==> src/design/rmp_pkg.sv <==
`default_nettype none

package rmp_pkg;

  // default sizes of the count and offset counters
  localparam int COUNT_WIDTH_DEF  = 24;
  localparam int OFFSET_WIDTH_DEF = 32;

  // fixed field widths on the ports
  localparam int CFG_W    = 24;
  localparam int INDEX_W  = 24;
  localparam int OFFSET_W = 32;

  // protocol characters
  localparam logic [7:0] CH_CR    = 8'h0d;
  localparam logic [7:0] CH_LF    = 8'h0a;
  localparam logic [7:0] CH_MINUS = 8'h2d;
  localparam logic [7:0] CH_ZERO  = 8'h30;
  localparam logic [7:0] CH_NINE  = 8'h39;
  localparam logic [7:0] CH_STAR  = 8'h2a;
  localparam logic [7:0] CH_PLUS  = 8'h2b;
  localparam logic [7:0] CH_DOLLAR = 8'h24;
  localparam logic [7:0] CH_COLON = 8'h3a;

  // event codes
  localparam logic [2:0] EV_NONE       = 3'd0;
  localparam logic [2:0] EV_ITEM_BEGIN = 3'd1;
  localparam logic [2:0] EV_VAL_BEGIN  = 3'd2;
  localparam logic [2:0] EV_VAL_END    = 3'd3;
  localparam logic [2:0] EV_ITEM_END   = 3'd4;
  localparam logic [2:0] EV_MSG_DONE   = 3'd5;
  localparam logic [2:0] EV_ERROR      = 3'd6;

  // item kinds
  localparam logic [1:0] KIND_ARRAY  = 2'd0;
  localparam logic [1:0] KIND_SIMPLE = 2'd1;
  localparam logic [1:0] KIND_BULK   = 2'd2;
  localparam logic [1:0] KIND_INT    = 2'd3;

  // register indexes on the config port
  localparam logic REG_MAX_ARRAY = 1'b0;
  localparam logic REG_MAX_BULK  = 1'b1;

  typedef struct packed {
    logic [CFG_W-1:0] max_array_count;
    logic [CFG_W-1:0] max_bulk_length;
  } rmp_cfg_t;

  typedef struct packed {
    logic [2:0]          event_res;
    logic [1:0]          item_kind;
    logic                is_element;
    logic [INDEX_W-1:0]  element_index;
    logic [OFFSET_W-1:0] byte_offset;
  } rmp_result_t;

endpackage

`default_nettype wire

==> src/design/rmp_cfg.sv <==
`default_nettype none

module rmp_cfg (
  input  wire logic             clk,
  input  wire logic             rst_n,
  input  wire logic             cfg_psel,
  input  wire logic             cfg_penable,
  input  wire logic             cfg_pwrite,
  input  wire logic [2:0]       cfg_paddr,
  input  wire logic [31:0]      cfg_pwdata,
  output logic [31:0]           cfg_prdata,
  output logic                  cfg_pready,
  output rmp_pkg::rmp_cfg_t     cfg
);
  import rmp_pkg::*;

  logic [CFG_W-1:0] max_array_r;
  logic [CFG_W-1:0] max_bulk_r;
  logic             wr_en;

  assign cfg_pready = 1'b1;
  assign wr_en      = cfg_psel & cfg_penable & cfg_pwrite & cfg_pready;

  // register writes
  always_ff @(posedge clk) begin
    if (!rst_n) begin
      max_array_r <= CFG_W'(1024);
      max_bulk_r  <= {CFG_W{1'b1}};
    end else if (wr_en) begin
      unique case (cfg_paddr[2])
        REG_MAX_ARRAY: max_array_r <= cfg_pwdata[CFG_W-1:0];
        REG_MAX_BULK:  max_bulk_r  <= cfg_pwdata[CFG_W-1:0];
        default:       max_bulk_r  <= max_bulk_r;
      endcase
    end
  end

  // read back
  always_comb begin
    unique case (cfg_paddr[2])
      REG_MAX_ARRAY: cfg_prdata = {{(32-CFG_W){1'b0}}, max_array_r};
      REG_MAX_BULK:  cfg_prdata = {{(32-CFG_W){1'b0}}, max_bulk_r};
      default:       cfg_prdata = '0;
    endcase
  end

  assign cfg.max_array_count = max_array_r;
  assign cfg.max_bulk_length = max_bulk_r;

endmodule

`default_nettype wire

==> src/design/rmp_parser.sv <==
`default_nettype none

module rmp_parser #(
  parameter int COUNT_WIDTH  = rmp_pkg::COUNT_WIDTH_DEF,
  parameter int OFFSET_WIDTH = rmp_pkg::OFFSET_WIDTH_DEF
) (
  input  wire logic              clk,
  input  wire logic              rst_n,
  input  wire logic              step_en,
  input  wire logic [7:0]        data_byte,
  input  wire rmp_pkg::rmp_cfg_t cfg,
  output rmp_pkg::rmp_result_t   result
);
  import rmp_pkg::*;

  localparam int CW    = COUNT_WIDTH;
  localparam int OW    = OFFSET_WIDTH;
  localparam int LIM_W = ((CW > CFG_W) ? CW : CFG_W) + 4;
  localparam int IDX_EXT_W = (CW > INDEX_W) ? CW : INDEX_W;
  localparam int OFF_EXT_W = (OW > OFFSET_W) ? OW : OFFSET_W;

  typedef enum logic [3:0] {
    PH_IDLE      = 4'd0,
    PH_ARR_LEN   = 4'd1,
    PH_ARR_LF    = 4'd2,
    PH_ELEM      = 4'd3,
    PH_STR_FIRST = 4'd4,
    PH_STR_BODY  = 4'd5,
    PH_STR_LF    = 4'd6,
    PH_INT_FIRST = 4'd7,
    PH_INT_BODY  = 4'd8,
    PH_INT_LF    = 4'd9,
    PH_BULK_LEN  = 4'd10,
    PH_BULK_LF   = 4'd11,
    PH_BULK_DATA = 4'd12,
    PH_BULK_CR   = 4'd13,
    PH_BULK_LF2  = 4'd14
  } phase_t;

  phase_t          phase_r, phase_nxt;
  logic [1:0]      kind_r, kind_nxt;
  logic            inarr_r, inarr_nxt;
  logic            neg_r, neg_nxt;
  logic            dseen_r, dseen_nxt;
  logic [CW-1:0]   acount_r, acount_nxt;
  logic [CW-1:0]   edone_r, edone_nxt;
  logic [CW-1:0]   blen_r, blen_nxt;
  logic [CW-1:0]   bseen_r, bseen_nxt;
  logic [OW-1:0]   moff_r, moff_nxt;

  logic            is_digit;
  logic            sc_ok;
  logic [1:0]      sc_kind;
  phase_t          sc_phase;
  logic [CW-1:0]   acc_base;
  logic [CFG_W-1:0] acc_lim;
  logic [LIM_W-1:0] acc_ext;
  logic [LIM_W-1:0] acc_v;
  logic            acc_over;
  logic [CW-1:0]   acc_new;
  logic [CW-1:0]   edone_inc;
  logic [CW-1:0]   bseen_inc;

  logic [2:0]      ev;
  logic [1:0]      okind;
  logic            oel;
  logic [CW-1:0]   oidx;
  logic [OW-1:0]   off;
  logic [OW-1:0]   moff_base;
  logic            fixed, err, done, finish;
  logic [IDX_EXT_W-1:0] idx_ext;
  logic [OFF_EXT_W-1:0] off_ext;

  // byte classes
  assign is_digit = (data_byte >= CH_ZERO) && (data_byte <= CH_NINE);

  always_comb begin
    sc_ok    = 1'b1;
    sc_kind  = KIND_SIMPLE;
    sc_phase = PH_STR_FIRST;
    case (data_byte)
      CH_PLUS: begin
        sc_kind  = KIND_SIMPLE;
        sc_phase = PH_STR_FIRST;
      end
      CH_DOLLAR: begin
        sc_kind  = KIND_BULK;
        sc_phase = PH_BULK_LEN;
      end
      CH_COLON: begin
        sc_kind  = KIND_INT;
        sc_phase = PH_INT_FIRST;
      end
      default: sc_ok = 1'b0;
    endcase
  end

  // shared decimal accumulate and limit check for count and length
  assign acc_base = (phase_r == PH_ARR_LEN) ? acount_r : blen_r;
  assign acc_lim  = (phase_r == PH_ARR_LEN) ? cfg.max_array_count : cfg.max_bulk_length;
  assign acc_ext  = LIM_W'(acc_base);
  assign acc_v    = (acc_ext << 3) + (acc_ext << 1) + LIM_W'(data_byte[3:0]);
  assign acc_over = (acc_v > LIM_W'(acc_lim)) || (acc_v > LIM_W'({CW{1'b1}}));
  assign acc_new  = acc_v[CW-1:0];

  assign edone_inc = edone_r + CW'(1);
  assign bseen_inc = bseen_r + CW'(1);
  assign moff_base = (phase_r == PH_IDLE) ? '0 : moff_r;

  // next state and event for one byte
  always_comb begin
    phase_nxt  = phase_r;
    kind_nxt   = kind_r;
    inarr_nxt  = inarr_r;
    neg_nxt    = neg_r;
    dseen_nxt  = dseen_r;
    acount_nxt = acount_r;
    edone_nxt  = edone_r;
    blen_nxt   = blen_r;
    bseen_nxt  = bseen_r;
    moff_nxt   = moff_r;
    ev     = EV_NONE;
    okind  = kind_r;
    oel    = 1'b0;
    oidx   = '0;
    off    = moff_base;
    fixed  = 1'b0;
    err    = 1'b0;
    done   = 1'b0;
    finish = 1'b0;

    unique case (phase_r)
      PH_ARR_LEN: begin
        if (data_byte == CH_MINUS) begin
          if (dseen_r || neg_r) err = 1'b1;
          else neg_nxt = 1'b1;
        end else if (is_digit) begin
          dseen_nxt = 1'b1;
          if (!neg_r) begin
            if (acc_over) err = 1'b1;
            else acount_nxt = acc_new;
          end
        end else if (data_byte == CH_CR && dseen_r) begin
          phase_nxt = PH_ARR_LF;
        end else begin
          err = 1'b1;
        end
      end
      PH_ARR_LF: begin
        if (data_byte != CH_LF) begin
          err = 1'b1;
        end else if (neg_r || acount_r == '0) begin
          // null or empty array ends here
          ev    = EV_MSG_DONE;
          done  = 1'b1;
          fixed = 1'b1;
          okind = kind_r;
        end else begin
          phase_nxt = PH_ELEM;
          inarr_nxt = 1'b1;
          edone_nxt = '0;
        end
      end
      PH_ELEM: begin
        dseen_nxt = 1'b0;
        if (sc_ok) begin
          ev        = EV_ITEM_BEGIN;
          kind_nxt  = sc_kind;
          phase_nxt = sc_phase;
          if (sc_kind == KIND_BULK) blen_nxt = '0;
        end else begin
          err = 1'b1;
        end
      end
      PH_STR_FIRST, PH_STR_BODY: begin
        if (data_byte == CH_CR) begin
          ev        = EV_VAL_END;
          phase_nxt = PH_STR_LF;
        end else if (phase_r == PH_STR_FIRST) begin
          ev        = EV_VAL_BEGIN;
          phase_nxt = PH_STR_BODY;
        end
      end
      PH_INT_FIRST: begin
        if (data_byte == CH_MINUS || is_digit) begin
          ev        = EV_VAL_BEGIN;
          dseen_nxt = is_digit;
          phase_nxt = PH_INT_BODY;
        end else begin
          err = 1'b1;
        end
      end
      PH_INT_BODY: begin
        if (is_digit) begin
          dseen_nxt = 1'b1;
        end else if (data_byte == CH_CR && dseen_r) begin
          ev        = EV_VAL_END;
          phase_nxt = PH_INT_LF;
        end else begin
          err = 1'b1;
        end
      end
      PH_BULK_LEN: begin
        if (is_digit) begin
          if (acc_over) err = 1'b1;
          else blen_nxt = acc_new;
        end else if (data_byte == CH_CR && blen_r != '0) begin
          phase_nxt = PH_BULK_LF;
        end else begin
          err = 1'b1;
        end
      end
      PH_BULK_LF: begin
        if (data_byte == CH_LF) begin
          phase_nxt = PH_BULK_DATA;
          bseen_nxt = '0;
        end else begin
          err = 1'b1;
        end
      end
      PH_BULK_DATA: begin
        if (bseen_r == '0) ev = EV_VAL_BEGIN;
        bseen_nxt = bseen_inc;
        if (bseen_inc >= blen_r) phase_nxt = PH_BULK_CR;
      end
      PH_BULK_CR: begin
        if (data_byte == CH_CR) begin
          ev        = EV_VAL_END;
          phase_nxt = PH_BULK_LF2;
        end else begin
          err = 1'b1;
        end
      end
      PH_STR_LF, PH_INT_LF, PH_BULK_LF2: begin
        if (data_byte == CH_LF) finish = 1'b1;
        else err = 1'b1;
      end
      default: begin
        // idle: expect a type prefix
        off = '0;
        if (data_byte == CH_STAR) begin
          kind_nxt   = KIND_ARRAY;
          phase_nxt  = PH_ARR_LEN;
          acount_nxt = '0;
          neg_nxt    = 1'b0;
          dseen_nxt  = 1'b0;
          ev         = EV_ITEM_BEGIN;
        end else begin
          dseen_nxt = 1'b0;
          if (sc_ok) begin
            ev        = EV_ITEM_BEGIN;
            kind_nxt  = sc_kind;
            phase_nxt = sc_phase;
            if (sc_kind == KIND_BULK) blen_nxt = '0;
          end else begin
            err = 1'b1;
          end
        end
      end
    endcase

    // closing LF of a scalar: element end or message end
    if (finish) begin
      fixed = 1'b1;
      if (inarr_r) begin
        oidx      = edone_r;
        oel       = 1'b1;
        okind     = kind_r;
        edone_nxt = edone_inc;
        if (edone_inc >= acount_r) begin
          ev    = EV_MSG_DONE;
          done  = 1'b1;
          okind = KIND_ARRAY;
          oel   = 1'b0;
          oidx  = '0;
        end else begin
          ev        = EV_ITEM_END;
          kind_nxt  = KIND_ARRAY;
          phase_nxt = PH_ELEM;
        end
      end else begin
        ev    = EV_MSG_DONE;
        done  = 1'b1;
        okind = kind_r;
      end
    end

    if (!fixed) begin
      okind = kind_nxt;
      oel   = inarr_nxt;
      oidx  = inarr_nxt ? edone_nxt : '0;
    end

    // error or finished message returns to idle
    if (err || done) begin
      if (err) ev = EV_ERROR;
      phase_nxt  = PH_IDLE;
      kind_nxt   = KIND_ARRAY;
      inarr_nxt  = 1'b0;
      neg_nxt    = 1'b0;
      dseen_nxt  = 1'b0;
      acount_nxt = '0;
      edone_nxt  = '0;
      blen_nxt   = '0;
      bseen_nxt  = '0;
      moff_nxt   = '0;
    end else if (moff_base != {OW{1'b1}}) begin
      moff_nxt = moff_base + OW'(1);
    end else begin
      moff_nxt = moff_base;
    end
  end

  // parse state
  always_ff @(posedge clk) begin
    if (!rst_n) begin
      phase_r  <= PH_IDLE;
      kind_r   <= KIND_ARRAY;
      inarr_r  <= 1'b0;
      neg_r    <= 1'b0;
      dseen_r  <= 1'b0;
      acount_r <= '0;
      edone_r  <= '0;
      blen_r   <= '0;
      bseen_r  <= '0;
      moff_r   <= '0;
    end else if (step_en) begin
      phase_r  <= phase_nxt;
      kind_r   <= kind_nxt;
      inarr_r  <= inarr_nxt;
      neg_r    <= neg_nxt;
      dseen_r  <= dseen_nxt;
      acount_r <= acount_nxt;
      edone_r  <= edone_nxt;
      blen_r   <= blen_nxt;
      bseen_r  <= bseen_nxt;
      moff_r   <= moff_nxt;
    end
  end

  // result fields at port widths
  assign idx_ext = IDX_EXT_W'(oidx);
  assign off_ext = OFF_EXT_W'(off);

  assign result.event_res     = ev;
  assign result.item_kind     = okind;
  assign result.is_element    = oel;
  assign result.element_index = idx_ext[INDEX_W-1:0];
  assign result.byte_offset   = off_ext[OFFSET_W-1:0];

endmodule

`default_nettype wire

==> src/design/resp_message_parser_core.sv <==
`default_nettype none

// Byte-stream message parser. Each item on the in_ channel is one byte of
// the protocol stream and produces exactly one result item on the out_
// channel: an event code (item begin, value begin, value end, item end,
// message done, error or none) with the current item kind, the element
// flag and index, and the byte's offset in its message. One byte is taken
// every clock cycle unless the input stalls; the result appears in the cycle
// after the byte is taken, from an output register that takes the next result
// in the same cycle the previous result leaves; while a result waits unaccepted
// the input stalls. Throughput is set by the single parse step between the
// input and that register. The user must write the two limit registers on the
// cfg_ port only while no byte is in flight; the block does not enforce this.
module resp_message_parser_core #(
  parameter int COUNT_WIDTH  = rmp_pkg::COUNT_WIDTH_DEF,
  parameter int OFFSET_WIDTH = rmp_pkg::OFFSET_WIDTH_DEF
) (
  input  wire logic        clk,
  input  wire logic        rst_n,
  // input items
  input  wire logic        in_tvalid,
  output logic             in_tready,
  input  wire logic [7:0]  in_tdata,     // [7:0] data_byte
  // result items
  output logic             out_tvalid,
  input  wire logic        out_tready,
  output logic [63:0]      out_tdata,    // [2:0] event_res, [26:3] element_index,
                                         // [58:27] byte_offset, rest zero
  output logic [2:0]       out_tuser,    // [1:0] item_kind, [2] is_element
  // configuration
  input  wire logic        cfg_psel,
  input  wire logic        cfg_penable,
  input  wire logic        cfg_pwrite,
  input  wire logic [2:0]  cfg_paddr,
  input  wire logic [31:0] cfg_pwdata,
  output logic [31:0]      cfg_prdata,
  output logic             cfg_pready
);
  import rmp_pkg::*;

  rmp_cfg_t    cfg;
  rmp_result_t step_res;
  rmp_result_t res_r;
  logic        out_valid_r;
  logic        in_acc;

  rmp_cfg u_cfg (
    .clk         (clk),
    .rst_n       (rst_n),
    .cfg_psel    (cfg_psel),
    .cfg_penable (cfg_penable),
    .cfg_pwrite  (cfg_pwrite),
    .cfg_paddr   (cfg_paddr),
    .cfg_pwdata  (cfg_pwdata),
    .cfg_prdata  (cfg_prdata),
    .cfg_pready  (cfg_pready),
    .cfg         (cfg)
  );

  // accept while the result register is empty or being emptied
  assign in_tready = !out_valid_r || out_tready;
  assign in_acc    = in_tvalid && in_tready;

  rmp_parser #(
    .COUNT_WIDTH  (COUNT_WIDTH),
    .OFFSET_WIDTH (OFFSET_WIDTH)
  ) u_parser (
    .clk       (clk),
    .rst_n     (rst_n),
    .step_en   (in_acc),
    .data_byte (in_tdata),
    .cfg       (cfg),
    .result    (step_res)
  );

  // result register
  always_ff @(posedge clk) begin
    if (!rst_n) begin
      out_valid_r <= 1'b0;
    end else if (in_acc) begin
      out_valid_r <= 1'b1;
    end else if (out_tready) begin
      out_valid_r <= 1'b0;
    end
  end

  always_ff @(posedge clk) begin
    if (in_acc) begin
      res_r <= step_res;
    end
  end

  assign out_tvalid = out_valid_r;
  assign out_tdata  = {5'b0, res_r.byte_offset, res_r.element_index, res_r.event_res};
  assign out_tuser  = {res_r.is_element, res_r.item_kind};

endmodule

`default_nettype wire

==> config.mk <==
export PLATFORM = sky130hd
export DESIGN_NAME = resp_message_parser_core
export DESIGN_NICKNAME = d
export VERILOG_FILES = /design/src/design/rmp_pkg.sv /design/src/design/rmp_cfg.sv /design/src/design/rmp_parser.sv /design/src/design/resp_message_parser_core.sv
export SDC_FILE = /design/constraint.sdc
export NUM_CORES = 1
export LEC_CHECK = 0
export BUFFER_PORTS_ARGS = -buffer_cell sky130_fd_sc_hd__buf_2
export CAP_MARGIN = 20
export CORE_AREA = 2 2 161 163
export DETAILED_ROUTE_END_ITERATION = 16
export DIE_AREA = 0 0 163 165
export PLACE_DENSITY = 0.88
export SETUP_SLACK_MARGIN = 0.02
export SLEW_MARGIN = 25
export SYNTH_ARGS = -nofsm -noshare
export SYNTH_HDL_FRONTEND = slang
export SYNTH_SLANG_ARGS = --single-unit
==> constraint.sdc <==
create_clock -name clk -period 15.85 [get_ports clk]
set_clock_uncertainty 0.2 [all_clocks]
set_input_delay 1.585 -clock clk [delete_from_list [all_inputs] [get_ports clk]]
set_output_delay 1.585 -clock clk [all_outputs]
set_load 0.01 [all_outputs]
# Word level (Yosys, flattened, before mapping)
# Index checks and enable logic that the tools add are counted.
[word_totals] ff_bits=248 in_bits=50 output_inout_bits=102 elab_cells=237
[classes] add_sub_neg=5 magnitude_cmp=6 eq_ne=38 mux=131 bitwise=3 n_reduce_logical=36
[op_table] operator="24-bit two-way mux" n=26
[op_table] operator="32-bit two-way mux" n=3
[op_table] operator="24-bit one-hot mux with 2 select lines" n=2
[op_table] operator="4-bit two-way mux" n=21
[op_table] operator="24-bit one-hot mux with 3 select lines" n=1
[op_table] operator="32-bit one-hot mux with 2 select lines" n=1
[op_table] operator="24-bit by 1-bit adder with 24-bit output (second input constant)" n=2
[op_table] operator="24-bit greater-or-equal comparator" n=2
[op_table] operator="24-bit zero test" n=2
[op_table] operator="1-bit two-way mux" n=46
[op_table] operator="4-bit one-hot mux with 11 select lines" n=1
[op_table] operator="8-bit by 6-bit == test with 1-bit output (second input constant)" n=5
[op_table] operator="32-bit by 1-bit adder with 32-bit output (second input constant)" n=1
[op_table] operator="32-bit != test (second input constant)" n=1
[op_table] operator="2-bit two-way mux" n=15
[op_table] operator="27-bit by 25-bit adder with 28-bit output" n=1
[op_table] operator="28-bit by 4-bit adder with 28-bit output" n=1
[op_table] operator="4-bit == test (second input constant)" n=7
[op_table] operator="28-bit by 24-bit greater-than comparator with 1-bit output" n=1
[op_table] operator="28-bit by 24-bit greater-than comparator with 1-bit output (second input constant)" n=1
[op_table] operator="13-bit OR reduction" n=2
[op_table] operator="3-bit two-way mux" n=8
[op_table] operator="3-bit one-hot mux with 8 select lines" n=1
[op_table] operator="24-bit nonzero test" n=1
[op_table] operator="38 further kinds" n=67

# Longest topological paths before layout
# Gate-level depths: netlist of the first run.
[logic_depth] depth_word=14 ltp_mapped=28 depth_no_buf=22

# Cells and area by module
# From an unflattened synthesis of the first run, not the netlist that was laid out.
[unflattened] cells_unflattened=1931 area_unflattened_um2=16429.5
[modules_own_cells] mod="rmp_parser" n_inst=1 cells_per_inst=1611 area_each_um2=12052.8 seq_area_each_um2=2742.6
[modules_own_cells] mod="rmp_cfg" n_inst=1 cells_per_inst=247 area_each_um2=2416.1 seq_area_each_um2=960.9
[modules_own_cells] mod="resp_message_parser_core" n_inst=1 cells_per_inst=73 area_each_um2=1960.6 seq_area_each_um2=1881.8

# Worst setup path before layout of the first run
# OpenSTA, ideal clock, no wires.
[synth_path] path_type="flip-flop to flip-flop" start="register u_parser.phase_r[2]" end="register u_parser.acount_r[10]" setup_time_ns=0.089 arrival_time_ns=6.322 t_required_ns=15.561 path_slack_ns=9.239 path_stages_with_launch=27 path_buffers=5 period_less_slack_ns=6.611 path_cell_list="dfxtp_1 -> buf_2 -> nor4b_4 -> clkbuf_1 -> clkbuf_1 -> clkbuf_1 -> o21ai_0 -> fa_1 -> ha_1 -> a211oi_1 -> o211ai_1 -> a211oi_1 -> o21bai_1 -> a21o_1 -> a21oi_1 -> xnor2_1 -> ha_1 -> a21o_1 -> a21o_1 -> a21oi_1 -> a21o_1 -> a31o_2 -> nor4b_4 -> a31oi_1 -> o31a_2 -> buf_6 -> o32ai_2"
[synth_via] elab_chain_cells=14 word_cells_on_any_way=50 cone_classes="add/sub: 2; order compare: 2; eq/ne: 19; mux: 19; reduce/logical: 8"
[synth_rtl] element="from (decl)" line="rmp_parser.sv:40" source="phase_t phase_r, phase_nxt;"
[synth_rtl] element="from (signal assigned)" line="rmp_parser.sv:328" source="phase_r <= phase_nxt;"
[synth_rtl] element="4-bit by 1-bit == test with 1-bit output" line="rmp_parser.sv:99, rmp_parser.sv:100, rmp_parser.sv:132"
[synth_rtl] element="24-bit two-way mux" line="rmp_parser.sv:99" source="assign acc_base = (phase_r == PH_ARR_LEN) ? acount_r : blen_r;"
[synth_rtl] element="27-bit by 25-bit adder with 28-bit output" line="rmp_parser.sv:102" source="assign acc_v = (acc_ext << 3) + (acc_ext << 1) + LIM_W'(data_byte[3:0]);"
[synth_rtl] element="28-bit by 4-bit adder with 28-bit output" line="rmp_parser.sv:102"
[synth_rtl] element="28-bit by 24-bit greater-than comparator with 1-bit output" line="rmp_parser.sv:103" source="assign acc_over = (acc_v > LIM_W'(acc_lim)) || (acc_v > LIM_W'({CW{1'b1}}));"
[synth_rtl] element="1-bit logical OR" line="rmp_parser.sv:103"
[synth_rtl] element="1-bit two-way mux" line="rmp_parser.sv:140, rmp_parser.sv:205"
[synth_rtl] element="1-bit two-way mux" line="rmp_parser.sv:139" source="if (!neg_r) begin"
[synth_rtl] element="1-bit two-way mux" line="rmp_parser.sv:137" source="end else if (is_digit) begin"
[synth_rtl] element="1-bit two-way mux" line="rmp_parser.sv:134" source="if (data_byte == CH_MINUS) begin"
[synth_rtl] element="1-bit one-hot mux with 9 select lines" line="rmp_parser.sv:132" source="unique case (phase_r)"
[synth_rtl] element="1-bit logical OR" line="rmp_parser.sv:295" source="if (err || done) begin"
[synth_rtl] element="3-bit != test (no source line), or another cell as far along"
[synth_rtl] element="7-bit AND reduction (no source line)"
[synth_rtl] element="to (signal assigned)" line="rmp_parser.sv:333" source="acount_r <= acount_nxt;"
[synth_rtl] element="to (decl)" line="rmp_parser.sv:45" source="logic [CW-1:0] acount_r, acount_nxt;"
# Several ways; a longest one is shown, not always the timed one. The select of a mux whose other input is x is not followed.
# A chain may end at the register's enable or synchronous reset.

# Final worst setup path of the first run
[layout_path] start="register u_parser.phase_r[0]" end="register u_parser.edone_r[1]"
[layout_via] elab_chain_cells=13 word_cells_on_any_way=40 cone_classes="add/sub: 2; order compare: 2; eq/ne: 14; mux: 17; reduce/logical: 5"
[layout_rtl] element="4-bit by 1-bit == test with 1-bit output" line="rmp_parser.sv:99, rmp_parser.sv:100, rmp_parser.sv:132"
[layout_rtl] element="24-bit two-way mux" line="rmp_parser.sv:99"
[layout_rtl] element="27-bit by 25-bit adder with 28-bit output" line="rmp_parser.sv:102"
[layout_rtl] element="28-bit by 4-bit adder with 28-bit output" line="rmp_parser.sv:102"
[layout_rtl] element="28-bit by 24-bit greater-than comparator with 1-bit output" line="rmp_parser.sv:103"
[layout_rtl] element="1-bit logical OR" line="rmp_parser.sv:103"
[layout_rtl] element="1-bit two-way mux" line="rmp_parser.sv:140, rmp_parser.sv:205"
[layout_rtl] element="1-bit two-way mux" line="rmp_parser.sv:139"
[layout_rtl] element="1-bit two-way mux" line="rmp_parser.sv:137"
[layout_rtl] element="1-bit two-way mux" line="rmp_parser.sv:134"
[layout_rtl] element="1-bit one-hot mux with 9 select lines" line="rmp_parser.sv:132"
[layout_rtl] element="1-bit logical OR" line="rmp_parser.sv:295"
[layout_rtl] element="24-bit two-way mux (*)" line="rmp_parser.sv:295"
[layout_rtl] element="to (signal assigned)" line="rmp_parser.sv:334" source="edone_r <= edone_nxt;"
[layout_rtl] element="to (decl)" line="rmp_parser.sv:46" source="logic [CW-1:0] edone_r, edone_nxt;"
# Mark *: on every way between the ends. The rest lies on a longest branch, timed or not.

==> metrics.txt, run 1 <==
# TYPE chip_impl_metric gauge
chip_impl_metric{name="die_y",unit="um"} 165
chip_impl_metric{name="cts.sink_count",unit=""} 248
chip_impl_metric{name="largest_net_degree_at_the_start_of_global_routing",unit=""} 76
chip_impl_info{name="critical_path_cell_sequence",value="buf_4 > nor4b_4 > buf_4 > mux2_2 > fa_1 > ha_1 > a211oi_1 > o211ai_1 > a211oi_1 > o21bai_1 > xor2_1 > ha_1 > nand4_1 > a2111oi_0 > a2111oi_0 > a31o_2 > nor4b_4 > a31o_2 > a41oi_1 > o21ai_0"} 1
chip_impl_metric{name="htree_num_levels",unit=""} 1
chip_impl_metric{name="floorplan.rows",unit=""} 58
chip_impl_metric{name="cts.hold.buffers_added",unit=""} 0
chip_impl_metric{name="cts.repair_timing.setup_buffer_count",unit=""} 0
chip_impl_metric{name="synth-seq-area-share",unit="%"} 34.1
chip_impl_metric{name="boundaryPins",unit=""} 152
chip_impl_info{name="startpoint_type",value="flip-flop"} 1
chip_impl_metric{name="route.detailed.drc",unit=""} 0
chip_impl_metric{name="horizontal_die_dimension",unit="um"} 163
chip_impl_metric{name="syn_area_per_cell",unit="um^2"} 8.14
chip_impl_metric{name="ant_nets",unit=""} 0
chip_impl_metric{name="report.final.setup_viol",unit=""} 0
chip_impl_metric{name="p_leak",unit="nW"} 7.23
chip_impl_metric{name="cellInternalPower",unit="W"} 0.00108
chip_impl_metric{name="dr.first_iter.drc_count",unit=""} 1926
chip_impl_info{name="critPathCaptureType",value="flip-flop"} 1
chip_impl_metric{name="synthesis_stage_register_bit_count",unit=""} 248
chip_impl_info{name="critical_path.top_delay_family",value="compound AO/OA/AOI/OAI gates"} 1
chip_impl_metric{name="finalMaxSlewViolations",unit=""} 0
chip_impl_metric{name="routed_wirelength",unit="mm"} 44.7
chip_impl_info{name="min-delay-path-class",value="reg2reg"} 1
chip_impl_info{name="crit_slowest_cell",value="buf_4"} 1
chip_impl_metric{name="dr.pass1.iters",unit=""} 6
chip_impl_metric{name="vdd_ir_drop_max",unit="mV"} 0.0847
chip_impl_metric{name="netlist_area",unit="um^2"} 16400
chip_impl_metric{name="highest_fanout_seen_on_the_critical_path",unit=""} 75
chip_impl_metric{name="switching_share",unit="%"} 24.7
chip_impl_metric{name="hpwlAfterDp",unit="mm"} 31.9
chip_impl_metric{name="grt_util_all_layers",unit="%"} 32.7
chip_impl_metric{name="count_of_buffering_cells_on_the_critical_path_with_inverters_included",unit=""} 2
chip_impl_metric{name="synthCells",unit=""} 2010
chip_impl_metric{name="overflow",unit=""} 0
chip_impl_metric{name="power_density",unit="nW/um^2"} 79.8
chip_impl_info{name="synth_flop_cell",value="dfxtp_1"} 1
chip_impl_info{name="clock-root-buffer",value="clkbuf_16"} 1
chip_impl_metric{name="slew_headroom",unit="%"} 30.6
chip_impl_metric{name="port_buffers",unit=""} 127
chip_impl_metric{name="maxCapViolCount",unit=""} 0
chip_impl_metric{name="final_core_util",unit="%"} 71.8
chip_impl_metric{name="antennaDiodeCount",unit=""} 0
chip_impl_info{name="worstSetupPathType",value="reg2reg"} 1
chip_impl_info{name="unrepaired_setup_endpoints_after_global_routing",value="no"} 1
chip_impl_metric{name="grt_pass1_wl",unit="mm"} 72.0
chip_impl_metric{name="synth_enable_flop_cells",unit=""} 62
chip_impl_metric{name="hold_viol_final",unit=""} 0
chip_impl_metric{name="clock_latency",unit="ns"} 0.55
chip_impl_metric{name="layout_min_cycle_time",unit="ns"} 8.39
chip_impl_metric{name="final.setup.tns",unit="ns"} 0
chip_impl_info{name="tritoncts_clock_tree",value="built"} 1
chip_impl_metric{name="total_switching_power",unit="W"} 0.000354
chip_impl_metric{name="asyncSetResetFlopFracSynth",unit="%"} 0
chip_impl_metric{name="max_slew.worst_pin.slew",unit="ns"} 1.04
chip_impl_metric{name="die_area",unit="um^2"} 26900
chip_impl_metric{name="timing.critical_path.required",unit="ns"} 16.12
chip_impl_metric{name="max_clock_freq",unit="GHz"} 0.119
chip_impl_metric{name="routabilityCongestion",unit=""} 0.969
chip_impl_metric{name="cts_buffers",unit=""} 26
chip_impl_metric{name="crit_path_max_incr_delay",unit="ns"} 0.71
chip_impl_info{name="outcome",value="finished clean"} 1
chip_impl_metric{name="clk_transition_reported_paths",unit="ns"} 0.07
chip_impl_metric{name="drive_above_1_share",unit="%"} 13.0
chip_impl_metric{name="antenna_violations_before_repair",unit=""} 0
chip_impl_metric{name="syn_to_final_growth",unit="%"} 9.85
chip_impl_metric{name="avgViaCountPerCell",unit=""} 6.42
chip_impl_metric{name="routed-via-count",unit=""} 15465
chip_impl_metric{name="comb_power_share",unit="%"} 8.5
chip_impl_metric{name="largest_buffer_count_on_any_clock_path",unit=""} 3
chip_impl_metric{name="power.sequential.fraction",unit="%"} 46.4
chip_impl_metric{name="finalPower",unit="W"} 0.00143
chip_impl_metric{name="number_of_global_route_vias_before_repair",unit=""} 14465
chip_impl_metric{name="ys_warn_count",unit=""} 0
chip_impl_metric{name="worst_ep_arrival_time",unit="ns"} 8.66
chip_impl_info{name="layout_commonest_cell",value="nand2_1"} 1
chip_impl_metric{name="num-nets-final",unit=""} 2235
chip_impl_metric{name="timing.final.crit_share",unit="%"} 52.9
chip_impl_metric{name="floorplan.core_area",unit="um^2"} 25000
chip_impl_metric{name="fill_cells",unit=""} 1888
chip_impl_metric{name="cts_resized",unit=""} 0
chip_impl_metric{name="start_util",unit="%"} 65.4
chip_impl_metric{name="netlist-cell-type-count",unit=""} 87
chip_impl_metric{name="wire_per_inst",unit="um"} 18.5
chip_impl_info{name="mostFrequentLayoutCells",value="nand2_1, dfxtp_1, o21ai_0"} 1
chip_impl_metric{name="clock_power_share",unit="%"} 45.1
-- path summary, 6_finish.rpt --
check | startpoint | endpoint | slack, ns | cells past startpoint
worst min-delay path | u_cfg.max_array_r[5] | u_cfg.max_array_r[5] | 0.27 | 2
worst max register to register | u_parser.phase_r[0] | u_parser.edone_r[1] | 7.46 | 20
worst max-delay path | u_parser.phase_r[0] | u_parser.edone_r[1] | 7.46 | 20
worst min register to register | u_cfg.max_array_r[5] | u_cfg.max_array_r[5] | 0.27 | 2
-- Yosys cell counts, types with 6 or more instances --
library cell	count	area share [%]
nand2_1	279	6.4
dfxtp_1	186	23
o21ai_0	166	5.1
a21oi_1	149	4.6
ha_1	123	9.4
nor2_1	114	2.6
inv_1	113	2.6
clkbuf_1	102	2.3
nand3_1	81	2.5
edfxtp_1	62	11
nand4_1	46	1.8
and2_1	43	1.6
xnor2_1	43	2.3
nor3_1	39	1.2
a21o_1	38	1.7
a31oi_1	30	1.1
mux2i_1	29	1.8
nor4_1	28	1.1
mux2_2	26	1.8
and3_1	24	0.92
xor2_1	23	1.2
nor2b_1	18	0.69
o32ai_2	18	1.8
buf_4	14	0.64
o211ai_1	14	0.64
a211oi_1	13	0.60
o21a_1	12	0.55
buf_1	10	0.23
buf_2	10	0.31
nand2b_1	10	0.38
a22oi_1	9	0.41
or3_1	9	0.34
and4_1	7	0.37
a22o_1	6	0.32
a32oi_1	6	0.32
or2_2	6	0.23
or4_1	6	0.28
-- registers in the layout, indices dropped and copies added, names as in the netlist, 2 cells and up --
| name | count |
|---|---|
| u_cfg.max_array_r | 24 |
| u_parser.edone_r | 24 |
| out_tdata | 59 |
| u_parser.kind_r | 2 |
| out_tuser | 3 |
| u_cfg.max_bulk_r | 24 |
| u_parser.blen_r | 24 |
| u_parser.bseen_r | 24 |
| u_parser.phase_r | 4 |
| u_parser.acount_r | 24 |
| u_parser.moff_r | 32 |
-- area by class of cell --
type,instances,area (um^2),share of cell area [%]
clock buffers,31,699,3.89
clock inverters,17,205,1.14
inverters,114,429,2.39
multi-input cells,1522,9850,54.8
flip-flops and latches,248,5590,31.1
well taps,330,413,2.30
repair buffers,148,801,4.45
-- worst register-to-register path, stage by stage, from the launching register on --
cell       delay [ns]
dfxtp_1          0.31
buf_4            0.29
nor4b_4          0.25
buf_4            0.71
mux2_2           0.49
fa_1             0.50
ha_1             0.33
a211oi_1         0.35
o211ai_1         0.22
a211oi_1         0.53
o21bai_1         0.21
xor2_1           0.51
ha_1             0.35
nand4_1          0.18
a2111oi_0        0.15
a2111oi_0        0.58
a31o_2           0.34
nor4b_4          0.38
a31o_2           0.61
a41oi_1          0.49
o21ai_0          0.29
-- cell families (layout without fill, tap and decap cells) --
group	count (synthesis)	after routing	synth area share (%)
adders and majority gates	125	125	9.65
DFF	248	248	34.1
and+or+nand+nor	733	733	22.0
other	2	14	0.0459
xor gates and xnor gates	66	66	3.53
muxes	55	55	3.56
buffers and inverters	252	310	6.27
AOI/OAI and AO/OA	529	529	20.8
-- power by group through the flow --
stage / registers, W / clock network (W) / logic (W)
floorplan: 0.000683 / 0 / 0.0000792
global placement: 0.000678 / 0 / 0.000116
detailed placement: 0.000679 / 0 / 0.000120
CTS: 0.000665 / 0.000648 / 0.000120
global route: 0.000666 / 0.000674 / 0.000133
finish: 0.000665 / 0.000647 / 0.000122
-- layer usage --
metal	track usage (%)	share of wire, %
met5	0	0
met3	4.22	7.8
met4	12.5	3.9
met2	55.7	48
met1	42.6	41
-- through the flow --
step	cells	hold WS, ns	worst slack, ns	instance area, um^2
floorplan	2022	0.243	9.24	16400
global placement	2361	0.253	7.86	17100
detailed placement	2362	0.260	7.86	17100
CTS	2410	0.268	7.79	18000
global route	2410	0.288	7.00	18000
finish	2410	0.269	7.46	18000
Note: power is estimated with default switching activity, not from simulation.
==> inputs of run 2 (changes only) <==
Settings changed: ABC_AREA from default to 1, CORE_AREA 2 2 161 163 to 2 2 171 173, DIE_AREA 0 0 163 165 to 0 0 173 175, PLACE_DENSITY 0.88 to 0.83.
Clock period 15.85 ns to 8.7 ns, I/O delays scaled along.
==> metrics.txt, run 2 <==
# TYPE chip_impl_metric gauge
chip_impl_metric{name="synthesis_stage_register_bit_count",unit=""} 248
chip_impl_info{name="synthTopCellsByArea",value="dfxtp_1, nand2_1, edfxtp_1"} 1
chip_impl_metric{name="power.sequential.fraction",unit="%"} 41.0
chip_impl_metric{name="syn_area_per_cell",unit="um^2"} 6.76
chip_impl_metric{name="synth_enable_flop_cells",unit=""} 62
chip_impl_metric{name="largest_buffer_count_on_any_clock_path",unit=""} 3
chip_impl_metric{name="post-place-ws",unit="ns"} 1.20
chip_impl_info{name="clock-root-buffer",value="clkbuf_16"} 1
chip_impl_metric{name="crit_path_max_incr_delay",unit="ns"} 0.55
chip_impl_info{name="mostFrequentLayoutCells",value="nand2_1, inv_1, nor2_1"} 1
chip_impl_metric{name="htree_num_levels",unit=""} 1
chip_impl_info{name="min_from",value="u_parser.edone_r[22]"} 1
chip_impl_metric{name="cts.sink_count",unit=""} 248
chip_impl_metric{name="syn_to_final_growth",unit="%"} 9.57
chip_impl_metric{name="vdd_ir_drop_max",unit="mV"} 0.147
chip_impl_metric{name="die_y",unit="um"} 175
chip_impl_info{name="synthMostInstantiatedCell",value="nand2_1"} 1
chip_impl_info{name="crit_slowest_cell",value="fa_1"} 1
chip_impl_info{name="tritoncts_clock_tree",value="built"} 1
chip_impl_metric{name="clock_latency",unit="ns"} 0.56
chip_impl_metric{name="antenna_violations_before_repair",unit=""} 1
chip_impl_metric{name="max_slew.worst_pin.slew",unit="ns"} 0.963
chip_impl_metric{name="comb_power_share",unit="%"} 19.0
chip_impl_metric{name="floorplan.core_area",unit="um^2"} 28400
chip_impl_metric{name="highest_fanout_seen_on_the_critical_path",unit=""} 51
chip_impl_metric{name="synth-seq-area-share",unit="%"} 32.6
chip_impl_info{name="grt_most_used_layer",value="met2"} 1
chip_impl_metric{name="worst_ep_arrival_time",unit="ns"} 7.77
chip_impl_metric{name="route.detailed.drc",unit=""} 0
chip_impl_metric{name="avgViaCountPerCell",unit=""} 5.67
chip_impl_metric{name="synth_largest_type_area_fraction",unit="%"} 21.7
chip_impl_metric{name="total_switching_power",unit="W"} 0.000933
chip_impl_metric{name="maxCapViolCount",unit=""} 0
chip_impl_metric{name="synthCells",unit=""} 2540
chip_impl_metric{name="port_buffers",unit=""} 127
chip_impl_info{name="startpoint_type",value="flip-flop"} 1
chip_impl_info{name="library_cell_appearing_most_often_on_the_critical_path",value="nand2_1"} 1
chip_impl_metric{name="max_clock_freq",unit="GHz"} 0.133
chip_impl_metric{name="hold_viol_final",unit=""} 0
chip_impl_metric{name="largest_net_degree_at_the_start_of_global_routing",unit=""} 112
chip_impl_metric{name="overflow",unit=""} 0
chip_impl_metric{name="ys_warn_count",unit=""} 0
chip_impl_metric{name="p_leak",unit="nW"} 8.53
chip_impl_metric{name="use_met2",unit="%"} 51.0
chip_impl_info{name="synth_commonest_cells",value="nand2_1, inv_1, nor2_1"} 1
chip_impl_metric{name="finalMaxSlewViolations",unit=""} 0
chip_impl_metric{name="grt_util_all_layers",unit="%"} 31.4
chip_impl_metric{name="ant_nets",unit=""} 0
chip_impl_metric{name="netlist_area",unit="um^2"} 17200
chip_impl_info{name="min-delay-path-class",value="reg2reg"} 1
chip_impl_metric{name="met3_usage_in_global_routing",unit="%"} 4.07
chip_impl_metric{name="number_of_global_route_vias_before_repair",unit=""} 15735
chip_impl_metric{name="cellInternalPower",unit="W"} 0.00215
chip_impl_info{name="critical_path.reg2reg.endpoint",value="u_parser.blen_r[15]"} 1
chip_impl_info{name="layout_commonest_cell",value="nand2_1"} 1
chip_impl_metric{name="wire_per_inst",unit="um"} 16.2
chip_impl_metric{name="clock_power_share",unit="%"} 40.0
chip_impl_info{name="synth_flop_cell",value="dfxtp_1"} 1
chip_impl_metric{name="start_util",unit="%"} 60.4
chip_impl_metric{name="routed_wirelength",unit="mm"} 48.7
chip_impl_metric{name="cts_buffers",unit=""} 28
chip_impl_metric{name="hpwlAfterDp",unit="mm"} 35.1
chip_impl_metric{name="reg2reg_setup_slack",unit="ns"} 1.18
chip_impl_metric{name="routabilityCongestion",unit=""} 0.989
chip_impl_metric{name="power_density",unit="nW/um^2"} 164
chip_impl_metric{name="finalPower",unit="W"} 0.00308
chip_impl_metric{name="switching_share",unit="%"} 30.3
chip_impl_metric{name="netlist-cell-type-count",unit=""} 55
chip_impl_metric{name="post_dp_cell_area",unit="um^2"} 17800
chip_impl_metric{name="largest_register_ff_count",unit=""} 59
chip_impl_metric{name="dr.pass1.iters",unit=""} 8
chip_impl_metric{name="postLayoutCellArea",unit="um^2"} 18800
chip_impl_metric{name="clk_transition_reported_paths",unit="ns"} 0.07
chip_impl_metric{name="timing.final.crit_share",unit="%"} 86.5
chip_impl_metric{name="timing.critical_path.required",unit="ns"} 8.94
chip_impl_metric{name="slew_headroom",unit="%"} 35.7
chip_impl_metric{name="grt_use_met1",unit="%"} 43.8
chip_impl_metric{name="cts.hold.buffers_added",unit=""} 0
chip_impl_info{name="outcome",value="finished clean"} 1
chip_impl_info{name="worstSetupPathType",value="reg2reg"} 1
chip_impl_metric{name="num-nets-final",unit=""} 2777
chip_impl_metric{name="layout_min_cycle_time",unit="ns"} 7.52
chip_impl_metric{name="boundaryPins",unit=""} 152
chip_impl_metric{name="worst_hold_path.num_cells",unit=""} 2
chip_impl_metric{name="dr.first_iter.drc_count",unit=""} 1829
chip_impl_metric{name="cts.repair_timing.setup_buffer_count",unit=""} 0
chip_impl_metric{name="final.setup.tns",unit="ns"} 0
chip_impl_metric{name="asyncSetResetFlopFracSynth",unit="%"} 0
chip_impl_info{name="hold-path-endpoint",value="u_parser.edone_r[22]"} 1
chip_impl_metric{name="report.final.setup_viol",unit=""} 0
chip_impl_metric{name="antennaDiodeCount",unit=""} 0
chip_impl_info{name="critPathCaptureType",value="flip-flop"} 1
chip_impl_metric{name="rr_worst_depth",unit=""} 33
chip_impl_info{name="regToRegStartpoint",value="u_parser.phase_r[2]"} 1
chip_impl_metric{name="routed-via-count",unit=""} 17064
chip_impl_metric{name="cts_resized",unit=""} 0
chip_impl_info{name="unrepaired_setup_endpoints_after_global_routing",value="no"} 1
chip_impl_metric{name="post-route-worst-setup-slack",unit="ns"} 1.18
chip_impl_metric{name="die_area",unit="um^2"} 30300
chip_impl_info{name="synthDominantAreaCellType",value="dfxtp_1"} 1
chip_impl_metric{name="floorplan.rows",unit=""} 62
chip_impl_metric{name="horizontal_die_dimension",unit="um"} 173
chip_impl_metric{name="drive_above_1_share",unit="%"} 8.77
chip_impl_metric{name="grt_pass1_wl",unit="mm"} 79.0
## run 2: cell count changes after synthesis, moves of 28 or more
| cell | delta |
|---|---|
| a21o_1 | -37 |
| and2_1 | -40 |
| xor2_1 | +44 |
| nand3_1 | +58 |
| o21ai_0 | +28 |
| inv_1 | +192 |
| a31oi_1 | -28 |
| mux2i_1 | -29 |
| nand2_1 | +340 |
| nor2_1 | +174 |
| xnor2_1 | -28 |
## run 2: stage by stage
stage          hold WS (ns)  cells  util (%)
2_1_floorplan         0.239   2552         -
5_1_grt               0.290   3008      66.2
3_3_place_gp          0.253   2955      62.8
4_1_cts               0.266   3007      66.1
3_5_place_dp          0.257   2955      62.8
6_report              0.264   3008      66.2
## run 2: cell families (layout without fill, tap and decap cells)
logic type,count (synthesis),in the layout,synth area share [%]
buf+inv,435,507,10.4
flops,248,248,32.6
simple gates,1227,1227,30.5
compound gates,421,421,13.1
xor+xnor,82,82,4.19
other cells,2,14,0.0438
fa+ha+maj,125,125,9.20
## run 2: area by class of cell
type | instances | area (um^2)
fill | 2604 | 9590
timing repair buffer | 141 | 767
inverter | 314 | 1180
multi-input combinational | 1869 | 9830
clock buffer | 37 | 797
clock inverter | 15 | 155
sequential | 248 | 5590
tap | 384 | 480
## run 2: power by group through the flow
stage               sequential, W  clock [W]  combinational, W
finish                    0.00126    0.00123          0.000587
global route              0.00127    0.00129          0.000655
CTS                       0.00126    0.00124          0.000575
detailed placement        0.00129          0          0.000571
global placement          0.00129          0          0.000554
floorplan                 0.00129          0          0.000404
## run 2: worst max path at each step
stage                                    from                   to
after floorplan           u_parser.phase_r[2]   u_parser.moff_r[4]
after global routing      u_parser.phase_r[2]  u_parser.blen_r[23]
after detailed placement  u_parser.phase_r[2]  u_parser.blen_r[20]
after CTS                 u_parser.phase_r[2]  u_parser.blen_r[15]
after global placement    u_parser.phase_r[2]  u_parser.blen_r[18]
final                     u_parser.phase_r[2]  u_parser.blen_r[15]
## run 2: routing by layer
metal  share of wire [%]  vias up
li1                    -     8408
met1                  44     7844
met2                  45      714
met3                 8.3       98
met4                 2.7        0
met5                   0        -
## run 2: critical path: cells and delay by family, from the launching register on
family	cells	cell delay [ns]
AND/OR/NAND/NOR	22	3.29
adder cells (fa/ha/maj)	3	1.31
AO/OA/AOI/OAI	3	0.98
buffers and inverters	4	0.85
flip-flops	1	0.53
XOR/XNOR	1	0.19
==> inputs of run 3 (changes only) <==
Settings changed: CELL_PAD_IN_SITES_DETAIL_PLACEMENT from default to 0, CELL_PAD_IN_SITES_GLOBAL_PLACEMENT from default to 2, CORE_AREA 2 2 171 173 to 2 2 228 230, DIE_AREA 0 0 173 175 to 0 0 230 232, PLACE_DENSITY 0.83 to 0.82.
==> metrics.txt, run 3 (same netlist as run 2, synthesis figures left out) <==
# TYPE chip_impl_metric gauge
chip_impl_metric{name="timing.final.crit_share",unit="%"} 87.2
chip_impl_metric{name="hold_viol_final",unit=""} 0
chip_impl_info{name="critical_path.reg2reg.endpoint",value="u_parser.acount_r[10]"} 1
chip_impl_metric{name="worst_hold_path.num_cells",unit=""} 2
chip_impl_info{name="outcome",value="finished clean"} 1
chip_impl_info{name="min-delay-path-class",value="reg2reg"} 1
chip_impl_metric{name="rr_worst_depth",unit=""} 31
chip_impl_metric{name="boundaryPins",unit=""} 152
chip_impl_metric{name="routed_wirelength",unit="mm"} 56.1
chip_impl_metric{name="power_density",unit="nW/um^2"} 166
chip_impl_metric{name="layout_min_cycle_time",unit="ns"} 7.59
chip_impl_info{name="critPathCaptureType",value="flip-flop"} 1
chip_impl_metric{name="cts.hold.buffers_added",unit=""} 0
chip_impl_metric{name="wire_per_inst",unit="um"} 16.9
chip_impl_metric{name="post-route-worst-setup-slack",unit="ns"} 1.11
chip_impl_metric{name="post-place-ws",unit="ns"} 1.16
chip_impl_info{name="startpoint_type",value="flip-flop"} 1
chip_impl_metric{name="die_y",unit="um"} 232
chip_impl_metric{name="number_of_global_route_vias_before_repair",unit=""} 15680
chip_impl_metric{name="route.detailed.drc",unit=""} 0
chip_impl_info{name="tritoncts_clock_tree",value="built"} 1
chip_impl_metric{name="floorplan.core_area",unit="um^2"} 50900
chip_impl_info{name="unrepaired_setup_endpoints_after_global_routing",value="no"} 1
chip_impl_metric{name="crit_path_max_incr_delay",unit="ns"} 0.57
chip_impl_metric{name="floorplan.rows",unit=""} 83
chip_impl_metric{name="cts_buffers",unit=""} 30
chip_impl_info{name="clock-root-buffer",value="clkbuf_16"} 1
chip_impl_info{name="worstSetupPathType",value="reg2reg"} 1
chip_impl_metric{name="largest_register_ff_count",unit=""} 59
chip_impl_metric{name="final.setup.tns",unit="ns"} 0
chip_impl_metric{name="p_leak",unit="nW"} 8.61
chip_impl_metric{name="slew_headroom",unit="%"} 31.8
chip_impl_metric{name="max_clock_freq",unit="GHz"} 0.132
chip_impl_info{name="crit_slowest_cell",value="fa_1"} 1
chip_impl_metric{name="routabilityCongestion",unit=""} 0.892
chip_impl_metric{name="dr.first_iter.drc_count",unit=""} 1121
chip_impl_metric{name="syn_to_final_growth",unit="%"} 12.4
chip_impl_metric{name="start_util",unit="%"} 33.7
chip_impl_metric{name="largest_net_degree_at_the_start_of_global_routing",unit=""} 102
chip_impl_info{name="library_cell_appearing_most_often_on_the_critical_path",value="nand2_1"} 1
chip_impl_info{name="mostFrequentLayoutCells",value="nand2_1, inv_1, nor2_1"} 1
chip_impl_metric{name="antennaDiodeCount",unit=""} 0
chip_impl_metric{name="dr.pass1.iters",unit=""} 6
chip_impl_metric{name="htree_num_levels",unit=""} 1
chip_impl_metric{name="finalMaxSlewViolations",unit=""} 0
chip_impl_info{name="regToRegStartpoint",value="u_parser.phase_r[2]"} 1
chip_impl_metric{name="vdd_ir_drop_max",unit="mV"} 0.153
chip_impl_metric{name="ant_nets",unit=""} 0
chip_impl_info{name="min_from",value="u_parser.edone_r[22]"} 1
chip_impl_metric{name="cts.repair_timing.setup_buffer_count",unit=""} 0
chip_impl_metric{name="max_slew.worst_pin.slew",unit="ns"} 1.02
chip_impl_metric{name="highest_fanout_seen_on_the_critical_path",unit=""} 51
chip_impl_metric{name="grt_pass1_wl",unit="mm"} 88.0
chip_impl_metric{name="hpwlAfterDp",unit="mm"} 41.1
chip_impl_metric{name="antenna_violations_before_repair",unit=""} 0
chip_impl_metric{name="clk_transition_reported_paths",unit="ns"} 0.07
chip_impl_info{name="layout_commonest_cell",value="nand2_1"} 1
chip_impl_metric{name="maxCapViolCount",unit=""} 0
chip_impl_metric{name="num-nets-final",unit=""} 2789
chip_impl_metric{name="reg2reg_setup_slack",unit="ns"} 1.11
chip_impl_metric{name="die_area",unit="um^2"} 53400
chip_impl_metric{name="cts.sink_count",unit=""} 248
chip_impl_metric{name="count_of_buffering_cells_on_the_critical_path_with_inverters_included",unit=""} 3
chip_impl_metric{name="drive_above_1_share",unit="%"} 9.29
chip_impl_metric{name="grt_util_all_layers",unit="%"} 20.7
chip_impl_metric{name="routed-via-count",unit=""} 16617
chip_impl_metric{name="worst_ep_arrival_time",unit="ns"} 7.87
chip_impl_metric{name="clock_latency",unit="ns"} 0.58
chip_impl_metric{name="timing.critical_path.required",unit="ns"} 8.98
chip_impl_metric{name="horizontal_die_dimension",unit="um"} 230
chip_impl_metric{name="report.final.setup_viol",unit=""} 0
chip_impl_metric{name="overflow",unit=""} 0
chip_impl_metric{name="cts_resized",unit=""} 0
chip_impl_info{name="hold-path-endpoint",value="u_parser.edone_r[22]"} 1
chip_impl_metric{name="largest_buffer_count_on_any_clock_path",unit=""} 3
chip_impl_info{name="critical_path.top_delay_family",value="simple AND/OR/NAND/NOR gates"} 1
chip_impl_metric{name="avgViaCountPerCell",unit=""} 5.01
chip_impl_metric{name="port_buffers",unit=""} 127
[run 3: changes by cell type in the layout (fill, tap and decap cells not counted)]
cell	delta
clkinvlp_4	-1
clkbuf_8	+2
clkinv_2	+5
buf_4	+11
clkbuf_16	+1
nand2_2	+1
nand2_1	-1
inv_4	-1
buf_16	-1
clkinv_4	-1
inv_2	-1
[run 3: layout make-up]
type / count / area, um^2
flip-flops and latches: 248 / 5590
inverters: 314 / 1180
clock buffers: 40 / 850
repair buffers: 151 / 822
clock inverters: 16 / 154
fillers: 5564 / 31600
multi-input cells: 1869 / 9830
well taps: 680 / 851
[run 3: power by group]
group	internal [W]	switching [W]	total, W
Clock	0.000769	0.000533	0.00130
Combinational	0.000194	0.000439	0.000633
Sequential	0.00124	0.0000288	0.00126
Total	0.00220	0.00100	0.00320
[run 3: stage by stage]
| stage | power (W) | hold slack, ns | util (%) | instance area (um^2) | std cells |
|---|---|---|---|---|---|
| after floorplan | 0.00170 | 0.239 | - | 17200 | 2552 |
| after global placement | 0.00191 | 0.253 | 35.9 | 18300 | 3262 |
| after detailed placement | 0.00192 | 0.258 | 35.9 | 18300 | 3262 |
| after CTS | 0.00323 | 0.267 | 37.9 | 19300 | 3318 |
| after global routing | 0.00335 | 0.286 | 37.9 | 19300 | 3318 |
| final | 0.00320 | 0.269 | 37.9 | 19300 | 3318 |
[run 3: worst max path at each step]
stage          cells after the start                start  slack [ns]                    end
3_5_place_dp                      31  u_parser.phase_r[2]        1.16  u_parser.acount_r[10]
4_1_cts                           31  u_parser.phase_r[2]        1.13  u_parser.acount_r[10]
3_3_place_gp                      29  u_parser.phase_r[0]        1.22   u_parser.acount_r[6]
2_1_floorplan                     36  u_parser.phase_r[2]        3.01     u_parser.moff_r[4]
6_report                          31  u_parser.phase_r[2]        1.11  u_parser.acount_r[10]
5_1_grt                           31  u_parser.phase_r[2]        0.49   u_parser.acount_r[4]
[run 3: worst min-delay path: stages (launching register included)]
cell and delay, ns:
dfxtp_1 0.31, nand2_1 0.06, a21oi_1 0.05
[run 3: layer usage]
layer / vias up / wire length (um) / global-route usage [%]
met5: - / 0 / 0
met4: 0 / 1290 / 5.38
met3: 67 / 2400 / 2.27
met2: 337 / 25700 / 34.3
met1: 7768 / 26700 / 28.4
li1: 8445 / - / -
